[config.mk]
export PLATFORM = sky130hd
export DESIGN_NAME = accel_tilt_vibration_shock_monitor_unit
export DESIGN_NICKNAME = d
export VERILOG_FILES = /design/src/hw/rtl/atvs_pkg.sv /design/src/hw/rtl/atvs_front.sv /design/src/hw/rtl/atvs_root.sv /design/src/hw/rtl/atvs_cordic.sv /design/src/hw/rtl/atvs_back.sv /design/src/hw/rtl/accel_tilt_vibration_shock_monitor_unit.sv
export SDC_FILE = /design/constraint.sdc
export NUM_CORES = 2
export LEC_CHECK = 0
export BUFFER_PORTS_ARGS = -buffer_cell sky130_fd_sc_hd__buf_2
export CAP_MARGIN = 10
export CORE_UTILIZATION = 50
export CTS_CLUSTER_DIAMETER = 30
export DETAILED_ROUTE_END_ITERATION = 8
export PLACE_DENSITY = 0.66
export SYNTH_ARGS = -nofsm -noshare
export SYNTH_HDL_FRONTEND = slang
export SYNTH_SLANG_ARGS = --single-unit
[constraint.sdc]
create_clock -name clk -period 11.9 [get_ports clk]
set_input_delay 2.975 -clock clk [delete_from_list [all_inputs] [get_ports clk]]
set_output_delay 2.975 -clock clk [all_outputs]
set_load 0.05 [all_outputs]
[src/hw/rtl/atvs_pkg.sv]
`timescale 1ns / 1ps
`default_nettype none
package atvs_pkg;

  localparam int ANGLE_ITERATIONS = 16;
  localparam int ANGLE_TABLE_LEN  = 24;
  localparam int CORDIC_W         = 48;
  localparam int ANGLE_W          = 26;
  localparam int ROOT_IN_W        = 48;
  localparam int ROOT_OUT_W       = ROOT_IN_W / 2;
  localparam int QUEUE_DEPTH      = 2;

  localparam logic signed [15:0] DEG64_LIMIT = 16'sd11520;
  localparam logic signed [16:0] FOLD_LIMIT  = 17'sd5760;

  // atan(2^-i) in 2^-16 degree
  localparam logic [21:0] ATAN_TAB [ANGLE_TABLE_LEN] = '{
    22'd2949120, 22'd1740967, 22'd919879, 22'd466945, 22'd234379, 22'd117304,
    22'd58666, 22'd29335, 22'd14668, 22'd7334, 22'd3667, 22'd1833,
    22'd917, 22'd458, 22'd229, 22'd115, 22'd57, 22'd29, 22'd14, 22'd7,
    22'd4, 22'd2, 22'd1, 22'd0
  };

  localparam logic [1:0] CFG_TILT_FS = 2'd0;
  localparam logic [1:0] CFG_VIB_FS  = 2'd1;
  localparam logic [1:0] CFG_SHOCK   = 2'd2;

  typedef enum logic {
    KIND_MEASURE,
    KIND_CALIBRATE
  } kind_t;

  typedef struct packed {
    logic               opcode;
    logic signed [15:0] accel_x;
    logic signed [15:0] accel_y;
    logic signed [15:0] accel_z;
  } in_item_t;

  typedef struct packed {
    logic [13:0] tilt_percent;
    logic [13:0] vibration_level;
    logic        crash;
    logic        was_calibration;
  } out_item_t;

  typedef struct packed {
    kind_t              kind;
    logic signed [15:0] x;
    logic signed [15:0] y;
    logic signed [15:0] z;
  } work_item_t;

  typedef struct packed {
    logic [13:0] tilt_fs;
    logic [15:0] vib_fs;
    logic [15:0] shock;
  } cfg_t;

  typedef enum logic [4:0] {
    ST_IDLE,
    ST_SQUARE,
    ST_DEN_GO,
    ST_DEN_WAIT,
    ST_ROLL_GO,
    ST_ROLL_WAIT,
    ST_PITCH_GO,
    ST_PITCH_WAIT,
    ST_CALIB,
    ST_FOLD,
    ST_TILT_SQ,
    ST_TILT_GO,
    ST_TILT_WAIT,
    ST_VIB_GO,
    ST_VIB_WAIT,
    ST_TSCALE,
    ST_TDIV_LOAD,
    ST_TDIV,
    ST_VSCALE,
    ST_VDIV_LOAD,
    ST_VDIV,
    ST_EMIT
  } back_state_t;

endpackage
`default_nettype wire

[src/hw/rtl/atvs_front.sv]
`timescale 1ns / 1ps
`default_nettype none
module atvs_front (
  input  wire                  clk,
  input  wire                  rst_n,
  input  atvs_pkg::in_item_t   in_data,
  input  wire                  push,
  output logic                 full,
  output atvs_pkg::work_item_t q_data,
  output logic                 q_valid,
  input  wire                  q_take
);
  import atvs_pkg::*;

  work_item_t mem_r [QUEUE_DEPTH];
  logic       wr_ptr_r, wr_ptr_nxt;
  logic       rd_ptr_r, rd_ptr_nxt;
  logic [1:0] count_r, count_nxt;
  logic       push_ok, take_ok;
  work_item_t classified;

  assign full    = (count_r == 2'(QUEUE_DEPTH));
  assign q_valid = (count_r != 2'd0);
  assign q_data  = mem_r[rd_ptr_r];
  assign push_ok = push && !full;
  assign take_ok = q_take && q_valid;

  always_comb begin
    classified.kind = in_data.opcode ? KIND_CALIBRATE : KIND_MEASURE;
    classified.x    = in_data.accel_x;
    classified.y    = in_data.accel_y;
    classified.z    = in_data.accel_z;
  end

  always_comb begin
    wr_ptr_nxt = push_ok ? ~wr_ptr_r : wr_ptr_r;
    rd_ptr_nxt = take_ok ? ~rd_ptr_r : rd_ptr_r;
    count_nxt  = count_r + 2'(push_ok) - 2'(take_ok);
  end

  always_ff @(posedge clk) begin
    if (!rst_n) begin
      wr_ptr_r <= 1'b0;
      rd_ptr_r <= 1'b0;
      count_r  <= 2'd0;
    end else begin
      wr_ptr_r <= wr_ptr_nxt;
      rd_ptr_r <= rd_ptr_nxt;
      count_r  <= count_nxt;
    end
  end

  always_ff @(posedge clk) begin
    if (push_ok) begin
      mem_r[wr_ptr_r] <= classified;
    end
  end

endmodule
`default_nettype wire

[src/hw/rtl/atvs_root.sv]
`timescale 1ns / 1ps
`default_nettype none
module atvs_root (
  input  wire                                 clk,
  input  wire                                 rst_n,
  input  wire                                 go,
  input  wire [atvs_pkg::ROOT_IN_W-1:0]       arg,
  output logic                                busy,
  output logic [atvs_pkg::ROOT_OUT_W-1:0]     root
);
  import atvs_pkg::*;

  localparam int REM_W = ROOT_OUT_W + 2;
  localparam int CNT_W = $clog2(ROOT_OUT_W);

  logic [ROOT_IN_W-1:0]  src_r;
  logic [REM_W-1:0]      rem_r, rem_nxt;
  logic [ROOT_OUT_W-1:0] root_r, root_nxt;
  logic [CNT_W-1:0]      cnt_r;
  logic                  busy_r;
  logic [REM_W+1:0]      rem2, trial;

  assign busy = busy_r;
  assign root = root_r;

  // one result bit a cycle: bring down two bits, try subtracting 4r+1
  always_comb begin
    rem2  = {rem_r, src_r[ROOT_IN_W-1 -: 2]};
    trial = {2'b00, root_r, 2'b01};
    if (rem2 >= trial) begin
      rem_nxt  = REM_W'(rem2 - trial);
      root_nxt = {root_r[ROOT_OUT_W-2:0], 1'b1};
    end else begin
      rem_nxt  = REM_W'(rem2);
      root_nxt = {root_r[ROOT_OUT_W-2:0], 1'b0};
    end
  end

  always_ff @(posedge clk) begin
    if (!rst_n) begin
      busy_r <= 1'b0;
      cnt_r  <= '0;
    end else if (go) begin
      busy_r <= 1'b1;
      cnt_r  <= '0;
    end else if (busy_r) begin
      cnt_r <= cnt_r + 1'b1;
      if (cnt_r == CNT_W'(ROOT_OUT_W - 1)) begin
        busy_r <= 1'b0;
      end
    end
  end

  always_ff @(posedge clk) begin
    if (go) begin
      src_r  <= arg;
      rem_r  <= '0;
      root_r <= '0;
    end else if (busy_r) begin
      src_r  <= {src_r[ROOT_IN_W-3:0], 2'b00};
      rem_r  <= rem_nxt;
      root_r <= root_nxt;
    end
  end

endmodule
`default_nettype wire

[src/hw/rtl/atvs_cordic.sv]
`timescale 1ns / 1ps
`default_nettype none
module atvs_cordic (
  input  wire                clk,
  input  wire                rst_n,
  input  wire                go,
  input  wire signed [23:0]  y_in,
  input  wire signed [23:0]  x_in,
  output logic               busy,
  output logic signed [15:0] angle
);
  import atvs_pkg::*;

  logic signed [CORDIC_W-1:0] cx_r, cy_r, dx, dy;
  logic signed [ANGLE_W-1:0]  cz_r, z0, step, rnd;
  logic [4:0]                 it_r;
  logic                       busy_r, zero_r;
  logic signed [24:0]         xe, ye, px, py;

  assign busy = busy_r;

  // bring the vector into the right half plane first
  always_comb begin
    xe = 25'(x_in);
    ye = 25'(y_in);
    if (x_in < 0) begin
      if (y_in >= 0) begin
        z0 = ANGLE_W'(90 * 65536);
        px = ye;
        py = -xe;
      end else begin
        z0 = -ANGLE_W'(90 * 65536);
        px = -ye;
        py = xe;
      end
    end else begin
      z0 = '0;
      px = xe;
      py = ye;
    end
  end

  always_comb begin
    dx   = cy_r >>> it_r;
    dy   = cx_r >>> it_r;
    step = ANGLE_W'(ATAN_TAB[it_r]);
    rnd  = (cz_r + ANGLE_W'(512)) >>> 10;
    if (zero_r) begin
      angle = '0;
    end else if (rnd > ANGLE_W'(DEG64_LIMIT)) begin
      angle = DEG64_LIMIT;
    end else if (rnd < -ANGLE_W'(DEG64_LIMIT)) begin
      angle = -DEG64_LIMIT;
    end else begin
      angle = 16'(rnd);
    end
  end

  always_ff @(posedge clk) begin
    if (!rst_n) begin
      busy_r <= 1'b0;
      it_r   <= '0;
    end else if (go) begin
      busy_r <= 1'b1;
      it_r   <= '0;
    end else if (busy_r) begin
      it_r <= it_r + 1'b1;
      if (it_r == 5'(ANGLE_ITERATIONS - 1)) begin
        busy_r <= 1'b0;
      end
    end
  end

  always_ff @(posedge clk) begin
    if (go) begin
      cx_r   <= CORDIC_W'(px) <<< 20;
      cy_r   <= CORDIC_W'(py) <<< 20;
      cz_r   <= z0;
      zero_r <= (x_in == 0) && (y_in == 0);
    end else if (busy_r) begin
      if (cy_r > 0) begin
        cx_r <= cx_r + dx;
        cy_r <= cy_r - dy;
        cz_r <= cz_r + step;
      end else begin
        cx_r <= cx_r - dx;
        cy_r <= cy_r + dy;
        cz_r <= cz_r - step;
      end
    end
  end

endmodule
`default_nettype wire

[src/hw/rtl/atvs_back.sv]
`timescale 1ns / 1ps
`default_nettype none
module atvs_back (
  input  wire                  clk,
  input  wire                  rst_n,
  input  atvs_pkg::work_item_t q_data,
  input  wire                  q_valid,
  output logic                 q_take,
  input  atvs_pkg::cfg_t       cfg,
  output atvs_pkg::out_item_t  out_data,
  output logic                 out_valid,
  input  wire                  out_take
);
  import atvs_pkg::*;

  back_state_t state_r, state_nxt;

  kind_t              kind_r;
  logic signed [15:0] x_r, y_r, z_r;
  logic signed [15:0] prev_x_r, prev_y_r, prev_z_r;
  logic signed [15:0] base_roll_r, base_pitch_r;
  logic signed [15:0] roll_r, pitch_r, roll_f_r, pitch_d_r;
  logic [31:0]        yz_r, all_r;
  logic [34:0]        mag2_r;
  logic [30:0]        tilt2_r;
  logic               crash_r;
  logic [23:0]        den_r;
  logic [15:0]        tilt_root_r;
  logic [16:0]        mag_root_r;
  logic [13:0]        tilt_q_r;
  logic [2:0]         cnt_r;
  logic [3:0]         dcnt_r;
  logic signed [35:0] p_r;
  logic [16:0]        div_rem_r;
  logic [13:0]        div_low_r;
  logic [15:0]        div_d_r;
  out_item_t          res_r;
  out_item_t          out_r;
  logic               out_valid_r;

  logic signed [17:0] mul_a, mul_b;
  logic signed [16:0] dx, dy, dz, roll_diff, pitch_diff, roll_f1, roll_f2;
  logic [13:0]        tfs_eff;
  logic [15:0]        vfs_eff;
  logic [15:0]        tilt_min;
  logic [16:0]        mag_min;
  logic [16:0]        div_t, div_rem_nxt;
  logic [13:0]        div_low_nxt;
  logic               div_ge;
  logic               out_free;

  logic                  root_go, root_busy;
  logic [ROOT_IN_W-1:0]  root_arg;
  logic [ROOT_OUT_W-1:0] root_val;
  logic                  cor_go, cor_busy;
  logic signed [23:0]    cor_y, cor_x;
  logic signed [15:0]    cor_angle;

  atvs_root u_root (
    .clk  (clk),
    .rst_n(rst_n),
    .go   (root_go),
    .arg  (root_arg),
    .busy (root_busy),
    .root (root_val)
  );

  atvs_cordic u_cordic (
    .clk  (clk),
    .rst_n(rst_n),
    .go   (cor_go),
    .y_in (cor_y),
    .x_in (cor_x),
    .busy (cor_busy),
    .angle(cor_angle)
  );

  assign out_data  = out_r;
  assign out_valid = out_valid_r;
  assign out_free  = !out_valid_r || out_take;

  always_comb begin
    dx         = 17'(x_r) - 17'(prev_x_r);
    dy         = 17'(y_r) - 17'(prev_y_r);
    dz         = 17'(z_r) - 17'(prev_z_r);
    roll_diff  = 17'(roll_r) - 17'(base_roll_r);
    pitch_diff = 17'(pitch_r) - 17'(base_pitch_r);
    // fold roll about +90 then about -90 degrees
    roll_f1    = 17'((roll_diff > FOLD_LIMIT) ? (2 * FOLD_LIMIT - roll_diff) : roll_diff);
    roll_f2    = 17'((roll_f1 < -FOLD_LIMIT) ? (-2 * FOLD_LIMIT - roll_f1) : roll_f1);
    tfs_eff    = (cfg.tilt_fs == '0) ? 14'd1 : cfg.tilt_fs;
    vfs_eff    = (cfg.vib_fs == '0) ? 16'd1 : cfg.vib_fs;
    tilt_min   = (tilt_root_r > 16'(tfs_eff)) ? 16'(tfs_eff) : tilt_root_r;
    mag_min    = (mag_root_r > 17'(vfs_eff)) ? 17'(vfs_eff) : mag_root_r;
  end

  // restoring division, one quotient bit a cycle
  always_comb begin
    div_t       = {div_rem_r[15:0], div_low_r[13]};
    div_ge      = div_t >= {1'b0, div_d_r};
    div_rem_nxt = div_ge ? (div_t - {1'b0, div_d_r}) : div_t;
    div_low_nxt = {div_low_r[12:0], div_ge};
  end

  always_comb begin
    state_nxt = state_r;
    unique case (state_r)
      ST_IDLE:       if (q_valid) state_nxt = ST_SQUARE;
      ST_SQUARE:     if (cnt_r == 3'd7) state_nxt = ST_DEN_GO;
      ST_DEN_GO:     state_nxt = ST_DEN_WAIT;
      ST_DEN_WAIT:   if (!root_busy) state_nxt = ST_ROLL_GO;
      ST_ROLL_GO:    state_nxt = ST_ROLL_WAIT;
      ST_ROLL_WAIT:  if (!cor_busy) state_nxt = ST_PITCH_GO;
      ST_PITCH_GO:   state_nxt = ST_PITCH_WAIT;
      ST_PITCH_WAIT: begin
        if (!cor_busy) state_nxt = (kind_r == KIND_CALIBRATE) ? ST_CALIB : ST_FOLD;
      end
      ST_CALIB:      state_nxt = ST_EMIT;
      ST_FOLD:       state_nxt = ST_TILT_SQ;
      ST_TILT_SQ:    if (cnt_r == 3'd2) state_nxt = ST_TILT_GO;
      ST_TILT_GO:    state_nxt = ST_TILT_WAIT;
      ST_TILT_WAIT:  if (!root_busy) state_nxt = ST_VIB_GO;
      ST_VIB_GO:     state_nxt = ST_VIB_WAIT;
      ST_VIB_WAIT:   if (!root_busy) state_nxt = ST_TSCALE;
      ST_TSCALE:     state_nxt = ST_TDIV_LOAD;
      ST_TDIV_LOAD:  state_nxt = ST_TDIV;
      ST_TDIV:       if (dcnt_r == 4'd13) state_nxt = ST_VSCALE;
      ST_VSCALE:     state_nxt = ST_VDIV_LOAD;
      ST_VDIV_LOAD:  state_nxt = ST_VDIV;
      ST_VDIV:       if (dcnt_r == 4'd13) state_nxt = ST_EMIT;
      ST_EMIT:       if (out_free) state_nxt = ST_IDLE;
      default:       state_nxt = ST_IDLE;
    endcase
  end

  always_comb begin
    q_take   = 1'b0;
    root_go  = 1'b0;
    root_arg = '0;
    cor_go   = 1'b0;
    cor_y    = 24'(y_r);
    cor_x    = 24'(z_r);
    mul_a    = '0;
    mul_b    = '0;
    unique case (state_r)
      ST_IDLE:     q_take = q_valid;
      ST_SQUARE: begin
        case (cnt_r)
          3'd0: begin mul_a = 18'(y_r); mul_b = 18'(y_r); end
          3'd1: begin mul_a = 18'(z_r); mul_b = 18'(z_r); end
          3'd2: begin mul_a = 18'(x_r); mul_b = 18'(x_r); end
          3'd3: begin mul_a = 18'(dx); mul_b = 18'(dx); end
          3'd4: begin mul_a = 18'(dy); mul_b = 18'(dy); end
          3'd5: begin mul_a = 18'(dz); mul_b = 18'(dz); end
          3'd6: begin mul_a = {2'b00, cfg.shock}; mul_b = {2'b00, cfg.shock}; end
          default: ;
        endcase
      end
      ST_DEN_GO: begin
        root_go  = 1'b1;
        root_arg = ROOT_IN_W'({yz_r, 14'd0});
      end
      ST_ROLL_GO:  cor_go = 1'b1;
      ST_PITCH_GO: begin
        cor_go = 1'b1;
        cor_y  = -(24'(x_r) <<< 7);
        cor_x  = den_r;
      end
      ST_TILT_SQ: begin
        case (cnt_r)
          3'd0: begin mul_a = 18'(roll_f_r); mul_b = 18'(roll_f_r); end
          3'd1: begin mul_a = 18'(pitch_d_r); mul_b = 18'(pitch_d_r); end
          default: ;
        endcase
      end
      ST_TILT_GO: begin
        root_go  = 1'b1;
        root_arg = ROOT_IN_W'(tilt2_r);
      end
      ST_VIB_GO: begin
        root_go  = 1'b1;
        root_arg = ROOT_IN_W'(mag2_r);
      end
      ST_TSCALE: begin
        mul_a = {2'b00, tilt_min};
        mul_b = 18'sd10000;
      end
      ST_VSCALE: begin
        mul_a = {1'b0, mag_min};
        mul_b = 18'sd10000;
      end
      default: ;
    endcase
  end

  always_ff @(posedge clk) begin
    if (!rst_n) begin
      state_r      <= ST_IDLE;
      out_valid_r  <= 1'b0;
      prev_x_r     <= '0;
      prev_y_r     <= '0;
      prev_z_r     <= '0;
      base_roll_r  <= '0;
      base_pitch_r <= '0;
    end else begin
      state_r <= state_nxt;
      if (state_r == ST_EMIT && out_free) begin
        out_valid_r <= 1'b1;
      end else if (out_take) begin
        out_valid_r <= 1'b0;
      end
      if (state_r == ST_CALIB) begin
        base_roll_r  <= roll_r;
        base_pitch_r <= pitch_r;
      end
      if (state_r == ST_VIB_WAIT && !root_busy) begin
        prev_x_r <= x_r;
        prev_y_r <= y_r;
        prev_z_r <= z_r;
      end
    end
  end

  always_ff @(posedge clk) begin
    p_r <= mul_a * mul_b;
    case (state_r) inside
      ST_IDLE: begin
        kind_r <= q_data.kind;
        x_r    <= q_data.x;
        y_r    <= q_data.y;
        z_r    <= q_data.z;
        cnt_r  <= '0;
      end
      ST_SQUARE: begin
        cnt_r <= cnt_r + 1'b1;
        case (cnt_r) inside
          3'd1:       yz_r   <= p_r[31:0];
          3'd2:       yz_r   <= yz_r + p_r[31:0];
          3'd3:       all_r  <= p_r[31:0];
          3'd4:       mag2_r <= p_r[34:0];
          3'd5, 3'd6: mag2_r <= mag2_r + p_r[34:0];
          3'd7:       crash_r <= ({1'b0, all_r} + {1'b0, yz_r}) > p_r[32:0];
          default: ;
        endcase
      end
      ST_DEN_WAIT:   if (!root_busy) den_r <= root_val;
      ST_ROLL_WAIT:  if (!cor_busy) roll_r <= cor_angle;
      ST_PITCH_WAIT: if (!cor_busy) pitch_r <= cor_angle;
      ST_CALIB:      res_r <= '{tilt_percent: '0, vibration_level: '0,
                                crash: 1'b0, was_calibration: 1'b1};
      ST_FOLD: begin
        roll_f_r  <= 16'(roll_f2);
        pitch_d_r <= 16'(pitch_diff);
        cnt_r     <= '0;
      end
      ST_TILT_SQ: begin
        cnt_r <= cnt_r + 1'b1;
        case (cnt_r)
          3'd1:    tilt2_r <= p_r[30:0];
          3'd2:    tilt2_r <= tilt2_r + p_r[30:0];
          default: ;
        endcase
      end
      ST_TILT_WAIT:  if (!root_busy) tilt_root_r <= root_val[15:0];
      ST_VIB_WAIT:   if (!root_busy) mag_root_r <= root_val[16:0];
      ST_TDIV_LOAD, ST_VDIV_LOAD: begin
        div_rem_r <= {1'b0, p_r[29:14]};
        div_low_r <= p_r[13:0];
        div_d_r   <= (state_r == ST_TDIV_LOAD) ? 16'(tfs_eff) : vfs_eff;
        dcnt_r    <= '0;
      end
      ST_TDIV, ST_VDIV: begin
        div_rem_r <= div_rem_nxt;
        div_low_r <= div_low_nxt;
        dcnt_r    <= dcnt_r + 1'b1;
        if (dcnt_r == 4'd13) begin
          if (state_r == ST_TDIV) begin
            tilt_q_r <= div_low_nxt;
          end else begin
            res_r <= '{tilt_percent: tilt_q_r, vibration_level: div_low_nxt,
                       crash: crash_r, was_calibration: 1'b0};
          end
        end
      end
      // hold the waiting beat until the result register is free
      ST_EMIT:       if (out_free) out_r <= res_r;
      default: ;
    endcase
  end

endmodule
`default_nettype wire

[src/hw/rtl/accel_tilt_vibration_shock_monitor_unit.sv]
`timescale 1ns / 1ps
`default_nettype none
// Accelerometer tilt, vibration and shock monitor.
// Input queue: drive in_data and raise push; a beat is taken when push is
// high and full is low. The front holds up to two samples, so the source
// can run ahead of the arithmetic.
// Result queue: while empty is low, out_data holds the oldest result; pop
// takes it. The result register holds while pop is low, and the back end
// finishes its next item and waits only at the final hand-off.
// Configuration: cfg_valid/cfg_ready with cfg_index and cfg_data; ready is
// always high. Write only while no item is in flight.
// Scheduling: one item is worked at a time; the back end takes no new item
// until the last one has been handed off. A measure item uses the shared
// square-root unit for three roots, the CORDIC for two angles and two
// divisions; a calibrate item uses one root and the two angles.
// Reset (rst_n low, synchronous) empties both queues, restores the default
// full scales and threshold, and clears baselines and the previous sample.
module accel_tilt_vibration_shock_monitor_unit (
  input  wire                 clk,
  input  wire                 rst_n,
  input  atvs_pkg::in_item_t  in_data,
  input  wire                 push,
  output logic                full,
  output atvs_pkg::out_item_t out_data,
  output logic                empty,
  input  wire                 pop,
  input  wire                 cfg_valid,
  output logic                cfg_ready,
  input  wire [1:0]           cfg_index,
  input  wire [15:0]          cfg_data
);
  import atvs_pkg::*;

  cfg_t       cfg_r;
  work_item_t q_data;
  logic       q_valid, q_take, out_valid;

  assign cfg_ready = 1'b1;
  assign empty     = !out_valid;

  always_ff @(posedge clk) begin
    if (!rst_n) begin
      cfg_r.tilt_fs <= 14'd5760;
      cfg_r.vib_fs  <= 16'd2048;
      cfg_r.shock   <= 16'd6144;
    end else if (cfg_valid && cfg_ready) begin
      unique case (cfg_index)
        CFG_TILT_FS: cfg_r.tilt_fs <= cfg_data[13:0];
        CFG_VIB_FS:  cfg_r.vib_fs  <= cfg_data;
        CFG_SHOCK:   cfg_r.shock   <= cfg_data;
        default: ;
      endcase
    end
  end

  atvs_front u_front (
    .clk    (clk),
    .rst_n  (rst_n),
    .in_data(in_data),
    .push   (push),
    .full   (full),
    .q_data (q_data),
    .q_valid(q_valid),
    .q_take (q_take)
  );

  atvs_back u_back (
    .clk      (clk),
    .rst_n    (rst_n),
    .q_data   (q_data),
    .q_valid  (q_valid),
    .q_take   (q_take),
    .cfg      (cfg_r),
    .out_data (out_data),
    .out_valid(out_valid),
    .out_take (pop)
  );

  a_tilt_range: assert property (@(posedge clk) disable iff (!rst_n)
    !empty |-> (out_data.tilt_percent <= 14'd10000 &&
                out_data.vibration_level <= 14'd10000))
    else $error("result level above full scale");

  a_calib_zero: assert property (@(posedge clk) disable iff (!rst_n)
    (!empty && out_data.was_calibration) |->
      (out_data.tilt_percent == '0 && out_data.vibration_level == '0 && !out_data.crash))
    else $error("calibration beat carries measurement fields");

  a_hold_result: assert property (@(posedge clk) disable iff (!rst_n)
    (!empty && !pop) |=> (!empty && $stable(out_data)))
    else $error("stalled result changed");

endmodule
`default_nettype wire
After elaboration in Yosys (flattened, before gate mapping):

Memories as Yosys holds them, arrays and structs flattened. A register that Yosys moved wholly into a read port is not among the register bits.
Cells that the tools add are included.

* add/sub/neg operators: 29
* $mul: 1
* divide/modulo/power cells: 0
* magnitude comparators: 13
* equal/unequal tests: 55
* shift-type cells: 2
* mux-type cells: 91
* bitwise operators: 23
* reductions and logical operators: 55

Operators by type and width (count)
* two-way mux 48 bit: 8
* two-way mux 30 bit: 8
* two-way mux 26 bit: 6
* two-way mux 16 bit: 9
* case mux 46 bit (3 select lines): 1
* case mux 18 bit (7 select lines): 1
* case mux 5 bit (22 select lines): 1
* two-way mux 25 bit: 4
* adder 48 bit: 2
* >>> shifter 48 x 5 -> 48 bit: 2
* subtractor 48 bit: 2
* case mux 18 bit (4 select lines): 1
* two-way mux 35 bit: 2
* subtractor 16 x 16 -> 17 bit: 4
* zero test 32 bit: 2
* two-way mux 32 bit: 2
* case mux 31 bit (2 select lines): 1
* two-way mux 14 bit: 4
* two-way mux 5 bit: 11
* case mux 18 bit (3 select lines): 1
* negation 24 -> 25 bit: 2
* greater-than comparator 48 x 1 -> 1 bit, second input constant: 1
* two-way mux 24 bit: 2
* equality test 5 x 4 -> 1 bit, second input constant: 9
* other kinds (74): 183

* flip-flop bits (word level): 783
* latch bits: 0
* memory bits (writable): 98
* ROM bits: 704
* input bits: 72
* output and inout bits: 33
* word-level logic and storage cells: 325
* memories: 2

Memories
* (no name shown): words 32, bits a word 22, read ports 1, clocked after memory_dff 0, write ports 0, line atvs_cordic.sv:46 `step = ANGLE_W'(ATAN_TAB[it_r]);`
* u_front.mem_r: words 2, bits a word 49, read ports 1, clocked after memory_dff 1, write ports 1, line atvs_front.sv:15 `work_item_t mem_r [QUEUE_DEPTH];`

Logic depth before layout (Yosys ltp):

* depth after elaboration: 9
* depth in mapped cells: 44
* depth with buffers taken out: 43

Modules after synthesis:

From an unflattened synthesis, not the netlist that was laid out.

* cells, all modules: 8823
* area, all modules: 82211.3 µm²

By module, submodules not included
* atvs_back: times used 1, cells an instance 4956, area an instance 46584.7 µm², sequential area each 15244.6 µm²
* atvs_cordic: times used 1, cells an instance 2902, area an instance 24038.1 µm², sequential area each 3413.3 µm²
* atvs_root: times used 1, cells an instance 608, area an instance 5998.3 µm², sequential area each 2562.5 µm²
* atvs_front: times used 1, cells an instance 178, area an instance 3814.9 µm², sequential area each 3042.9 µm²
* accel_tilt_vibration_shock_monitor_unit: times used 1, cells an instance 179, area an instance 1775.5 µm², sequential area each 920.9 µm²

Least setup slack after synthesis:

Ideal clock, no wire load.

* kind: register to register
* start point: reg cfg_r[23] (netlist name)
* end point: reg u_back.p_r[34]
* library setup time: 0.120 ns
* data arrival time: 9.579 ns
* data required time: 11.780 ns
* setup slack: 2.201 ns
* stages on the path, launching flop included: 42
* buffers on the path: 2
* clock period less this slack: 9.699 ns
* cell sequence: dfxtp_1 > nor4_1 > a41o_1 > ha_1 > nor2b_1 > o21a_1 > o21a_1 > o21a_1 > o21a_1 > o21a_1 > o21ai_0 > a31oi_1 > o21ai_1 > clkbuf_1 > mux2i_1 > nor2_1 > or3_1 > clkbuf_1 > [... 6 more ...] > inv_1 > fa_1 > fa_1 > inv_1 > fa_1 > inv_1 > ha_1 > or4_1 > a41oi_1 > nor3_1 > nand3_1 > nand3_1 > a31o_2 > a2111oi_0 > a21oi_1 > a41oi_1 > a21oi_1 > xnor2_1

* word-level cells in the longest chain between the ends: 6

Ends and longest elaborated chain
* start, declared: line accel_tilt_vibration_shock_monitor_unit.sv:34 `cfg_t cfg_r;`
* zero test 16 bit: line atvs_back.sv:92 `vfs_eff = (cfg.vib_fs == '0) ? 16'd1 : cfg.vib_fs;`
* two-way mux 16 bit *: line atvs_back.sv:92
* greater-than comparator 17 x 16 -> 1 bit: line atvs_back.sv:94 `mag_min = (mag_root_r > 17'(vfs_eff)) ? 17'(vfs_eff) : mag_root_r;`
* two-way mux 17 bit *: line atvs_back.sv:94
* case mux 18 bit (4 select lines) *: line atvs_back.sv:145 `unique case (state_r)`
* multiplier 18 x 18 -> 35 bit *: line atvs_back.sv:225 `p_r <= mul_a * mul_b;`
* end signal, assigned: line atvs_back.sv:225
* end, declared: line atvs_back.sv:33 `logic signed [35:0] p_r;`

Every way passes the cells marked *; elsewhere a longest branch is shown, timed or not.
A chain may end at the register's enable or synchronous reset.

Final worst setup path:

* start point: reg u_back.y_r[0], read port of u_front.mem_r
* end point: reg u_back.p_r[34]

* word-level cells in the longest chain between the ends: 4
* elaborated cells on any way between the ends: 5
* classes of those cells: 1 x add/sub; 1 x mul; 3 x mux

Ends and longest elaborated chain
* start, declared: line atvs_back.sv:19 `logic signed [15:0] x_r, y_r, z_r;`
* subtractor 16 x 16 -> 17 bit: line atvs_back.sv:84 `dy = 17'(y_r) - 17'(prev_y_r);`
* case mux 18 bit (7 select lines) *: line atvs_back.sv:148 `case (cnt_r)`
* case mux 18 bit (4 select lines) / case mux 18 bit (3 select lines) (equally long branches): line atvs_back.sv:145
* multiplier 18 x 18 -> 35 bit *: line atvs_back.sv:225

Marked as above.

==> impl_summary.log <==
INFO  metric yosysSeqAreaShare = 0.323
INFO  metric dp_hpwl = 182 mm
INFO  metric arrival_time_at_the_worst_endpoint = 11.41 ns
INFO  metric reg2reg_to = u_back.p_r[34]$_DFF_P_
INFO  metric combined_area_of_all_synthesized_cells = 77900 µm²
INFO  metric violations = design-rule violations
INFO  metric netSwitchingFraction = 0.439
INFO  metric floorplan.die.height = 397 µm
INFO  metric clkPwrFrac = 0.264
INFO  metric layout-drive-gt1-share = 0.109
INFO  metric hold_viol_final = 0
INFO  metric first_pass_iters = 9
INFO  metric postSynth.asyncResetShare = 0
INFO  metric grt_setup_unrepaired = false
INFO  metric cts_setup_buffers = 0
INFO  metric post_drt_wl_per_cell = 22.6 µm
INFO  metric synth_area_per_cell = 9.35 µm²
INFO  metric final_net_count = 9367
INFO  metric sequential_fraction_of_design_power = 0.212
INFO  metric htree_levels = 4
INFO  metric clock_insertion_delay_worst_skew = 0.88 ns
INFO  metric p_switching = 10400 µW
INFO  metric power.leakage = 0.0359 µW
INFO  metric syn_to_final_growth = 13.4%
INFO  metric postCtsResizedCells = 0
INFO  metric fmax = 0.0932 GHz
INFO  metric routed_via_density = 6.06
INFO  metric bufs_on_longest_clock_path = 3
INFO  metric floorplan.io_pins = 105
INFO  metric crit-reg2reg-launch = u_back.y_r[0]$_DFFE_PP_
INFO  metric synth_top_cell_area_share = 0.252
INFO  metric clkTransAtPathRegs = 0.05 ns
INFO  metric io_buffers = 103
INFO  metric detailroute.wirelength.met2 = 105 mm
INFO  metric p_total = 23600 µW
INFO  metric fp-row-count = 144
INFO  metric ff2ff_setup_slack = 1.17 ns
INFO  metric die_x = 397 µm
INFO  metric first_pass_grt_wire_length = 370 mm
INFO  metric power.combinational.fraction = 0.524
INFO  metric ys.warnings.count = 0
INFO  metric cts_tree = yes
INFO  metric final.setup.worst_slack = 1.17 ns
INFO  metric die_area = 157000 µm²
INFO  metric ys_top_cells_by_area = sky130_fd_sc_hd__edfxtp_1 25%, sky130_fd_sc_hd__ha_1 8.8%, sky130_fd_sc_hd__fa_1 8.6%
INFO  metric timing.setup.critical_path_class = reg2reg
INFO  metric ys_dominant_reg_cell = sky130_fd_sc_hd__edfxtp_1
INFO  metric met3_wirelength = 22.9 mm
INFO  metric worst_slew_margin_rel = 0.135
INFO  metric cts_root_buf = sky130_fd_sc_hd__clkbuf_16
INFO  metric clock_buffers_created_by_tritoncts = 218
INFO  metric powerDensity = 268 nW/µm²
INFO  metric endpoint = u_back.p_r[34]$_DFF_P_
INFO  metric place_congestion = 1.01
INFO  metric start_kind = flip-flop
INFO  metric critical-path-max-stage-delay = 0.64 ns
INFO  metric synth_enable_flop_cells = 654
INFO  metric crit_start = u_back.y_r[0]$_DFFE_PP_
INFO  metric clock_period_minus_final_worst_setup_slack = 10.73 ns
INFO  metric slew_violations = 0
INFO  metric worstSetupEndpointType = flip-flop
INFO  metric route.final.wire_length = 241 mm
INFO  metric largest_fanout_of_any_net_on_the_critical_path = 13
INFO  metric drt-initial-drc-count = 6462
INFO  metric synth_area_leader_cell = sky130_fd_sc_hd__edfxtp_1
INFO  metric drc_errors_left = 8
INFO  metric cts_num_sinks = 930
INFO  metric pin_count_of_the_biggest_net_entering_global_routing = 75
INFO  metric critPathMostFrequentCell = sky130_fd_sc_hd__inv_1
INFO  metric totalNegativeSetupSlack = 0 ns
INFO  metric synthCells = 8327
INFO  metric cell_internal_pwr = 13200 µW
INFO  metric ffs_latches_synth = 930
INFO  metric place_ws = 1.36 ns
INFO  metric cp_slowest_cell = sky130_fd_sc_hd__a22o_1
INFO  metric synthDistinctLibCells = 99
INFO  metric vdd_drop_max = 206 µV
INFO  metric worst_slew_pin_slew = 1.29 ns
INFO  metric met1_wire_length = 105 mm
INFO  metric grt_antenna_before_repair = 9
INFO  metric route.vias.total = 64537
INFO  metric reg2reg_depth = 43
INFO  metric top_layer_used = met5
INFO  metric setup_viol = 0
INFO  metric mostFrequentLayoutCells = 887 x sky130_fd_sc_hd__nand2_1, 820 x sky130_fd_sc_hd__inv_1, 654 x sky130_fd_sc_hd__edfxtp_1, 617 x sky130_fd_sc_hd__nor2_1, 549 x sky130_fd_sc_hd__ha_1
INFO  metric holdBufCountCts = 0
INFO  metric cp_data_required_time = 12.58 ns
INFO  metric holdWs = 0.409 ns
INFO  metric final_common_cell = sky130_fd_sc_hd__nand2_1
INFO  metric grt_pass1_vias = 62423
INFO  metric outcome = finished, violations left
INFO  metric floorplan.initialDensity = 0.504
INFO  metric detail-route-antenna-nets = 0
INFO  metric post-route-period-util = 0.901
INFO  metric finalClockSkew = 0.0868 ns
INFO  metric grt_overflow = 0
INFO  metric globalRouteTotalUtil = 0.305
INFO  metric maxCapViolCount = 0
INFO  metric core_area = 154000 µm²
INFO  metric worstHoldPathType = reg2reg
[area by class of cell]
| class | count | area (µm²) |
|---|---|---|
| fill | 13418 | 66100 |
| multi-input combinational | 6217 | 48300 |
| sequential | 930 | 25200 |
| clock buffer | 260 | 5740 |
| inverter | 831 | 3120 |
| tap | 2044 | 2560 |
| clock inverter | 156 | 2010 |
| timing repair buffer | 212 | 1370 |
| antenna | 5 | 12.5 |
[through the flow]
step                std cells  cell area (µm²)   util
floorplan                8328            77900      -
global placement        10233            80500  0.522
detailed placement      10233            80500  0.522
CTS                     10649            88300  0.572
global route            10654            88300  0.572
finish                  10655            88300  0.572
[worst min path at each step]
stage                                         startpoint                       endpoint  slack, ns  cells after the start
after detailed placement  u_back.res_r[24]$_SDFFCE_PP0P_  u_back.out_data[24]$_DFFE_PP_       0.40                      0
after global placement    u_back.res_r[20]$_SDFFCE_PP0P_  u_back.out_data[20]$_DFFE_PP_       0.40                      0
after global routing      u_back.res_r[24]$_SDFFCE_PP0P_  u_back.out_data[24]$_DFFE_PP_       0.42                      0
final                      u_back.res_r[5]$_SDFFCE_PP0P_   u_back.out_data[5]$_DFFE_PP_       0.41                      0
after floorplan            u_back.res_r[0]$_SDFFCE_PP1P_   u_back.out_data[0]$_DFFE_PP_       0.40                      0
after CTS                 u_back.res_r[24]$_SDFFCE_PP0P_  u_back.out_data[24]$_DFFE_PP_       0.40                      0
[state kept, by name (all words and copies together) (netlist names), 17 cells and up]
register and flops:
u_front.mem_r 98, u_back.u_cordic.cx_r 48, u_back.u_cordic.cy_r 48, u_back.u_root.src_r 48, cfg_r 46, u_back.mag2_r 35, u_back.p_r 35, u_back.all_r 32
u_back.yz_r 32, u_back.tilt2_r 31, u_back.out_data 30, u_back.res_r 30, u_back.u_cordic.cz_r 26, u_back.u_root.rem_r 26, u_back.den_r 24, u_back.u_root.root 24
u_back.mag_root_r 17
[power by group through the flow]
stage                     logic, µW  clock network, µW  registers (µW)
after global routing          13600               6460            5050
final                         12400               6230            5020
after CTS                     12200               6290            4990
after detailed placement      12100                  0            5040
after floorplan                8970                  0            4640
after global placement        11900                  0            5030
[critical path, delay by kind of cell, from the launching register on]
| family | cells | cell delay, ns |
|---|---|---|
| xor gates and xnor gates | 1 | 0.14 |
| AOI/OAI and AO/OA | 15 | 3.70 |
| adders and majority gates | 9 | 3.51 |
| buffers and inverters | 11 | 1.34 |
| and+or+nand+nor | 7 | 1.32 |
| DFF | 1 | 0.53 |
[logic make-up after synthesis]
logic type | Yosys count | synth area share
compound gates | 1955 | 0.163
other cells | 1 | 0.0000481
mux | 428 | 0.0781
simple gates | 2427 | 0.144
xor+xnor | 520 | 0.0585
flops | 930 | 0.323
buf+inv | 1181 | 0.0588
fa+ha+maj | 885 | 0.175
[synthesized netlist by cell type (50+ instances only)]
cell type and number:
sky130_fd_sc_hd__a211oi_1 68, sky130_fd_sc_hd__a21boi_0 161, sky130_fd_sc_hd__a21o_1 162, sky130_fd_sc_hd__a21oi_1 453, sky130_fd_sc_hd__a31oi_1 80, sky130_fd_sc_hd__and2_1 127, sky130_fd_sc_hd__and3_1 50, sky130_fd_sc_hd__clkbuf_1 255
sky130_fd_sc_hd__dfxtp_1 276, sky130_fd_sc_hd__edfxtp_1 654, sky130_fd_sc_hd__fa_1 336, sky130_fd_sc_hd__ha_1 549, sky130_fd_sc_hd__inv_1 823, sky130_fd_sc_hd__mux2_2 97, sky130_fd_sc_hd__mux2i_1 196, sky130_fd_sc_hd__mux4_2 134
sky130_fd_sc_hd__nand2_1 889, sky130_fd_sc_hd__nand2b_1 93, sky130_fd_sc_hd__nand3_1 119, sky130_fd_sc_hd__nor2_1 627, sky130_fd_sc_hd__nor2b_1 96, sky130_fd_sc_hd__nor3_1 159, sky130_fd_sc_hd__nor4_1 51, sky130_fd_sc_hd__o21a_1 92
sky130_fd_sc_hd__o21ai_0 458, sky130_fd_sc_hd__o21bai_1 52, sky130_fd_sc_hd__xnor2_1 317, sky130_fd_sc_hd__xor2_1 203
[metal layers]
metal	track usage	vias to the layer above
li1	-	29779
met1	0.430	31420
met2	0.463	2846
met3	0.0697	490
met4	0.0984	2
met5	0	-
(Power assumes the default switching activity.)
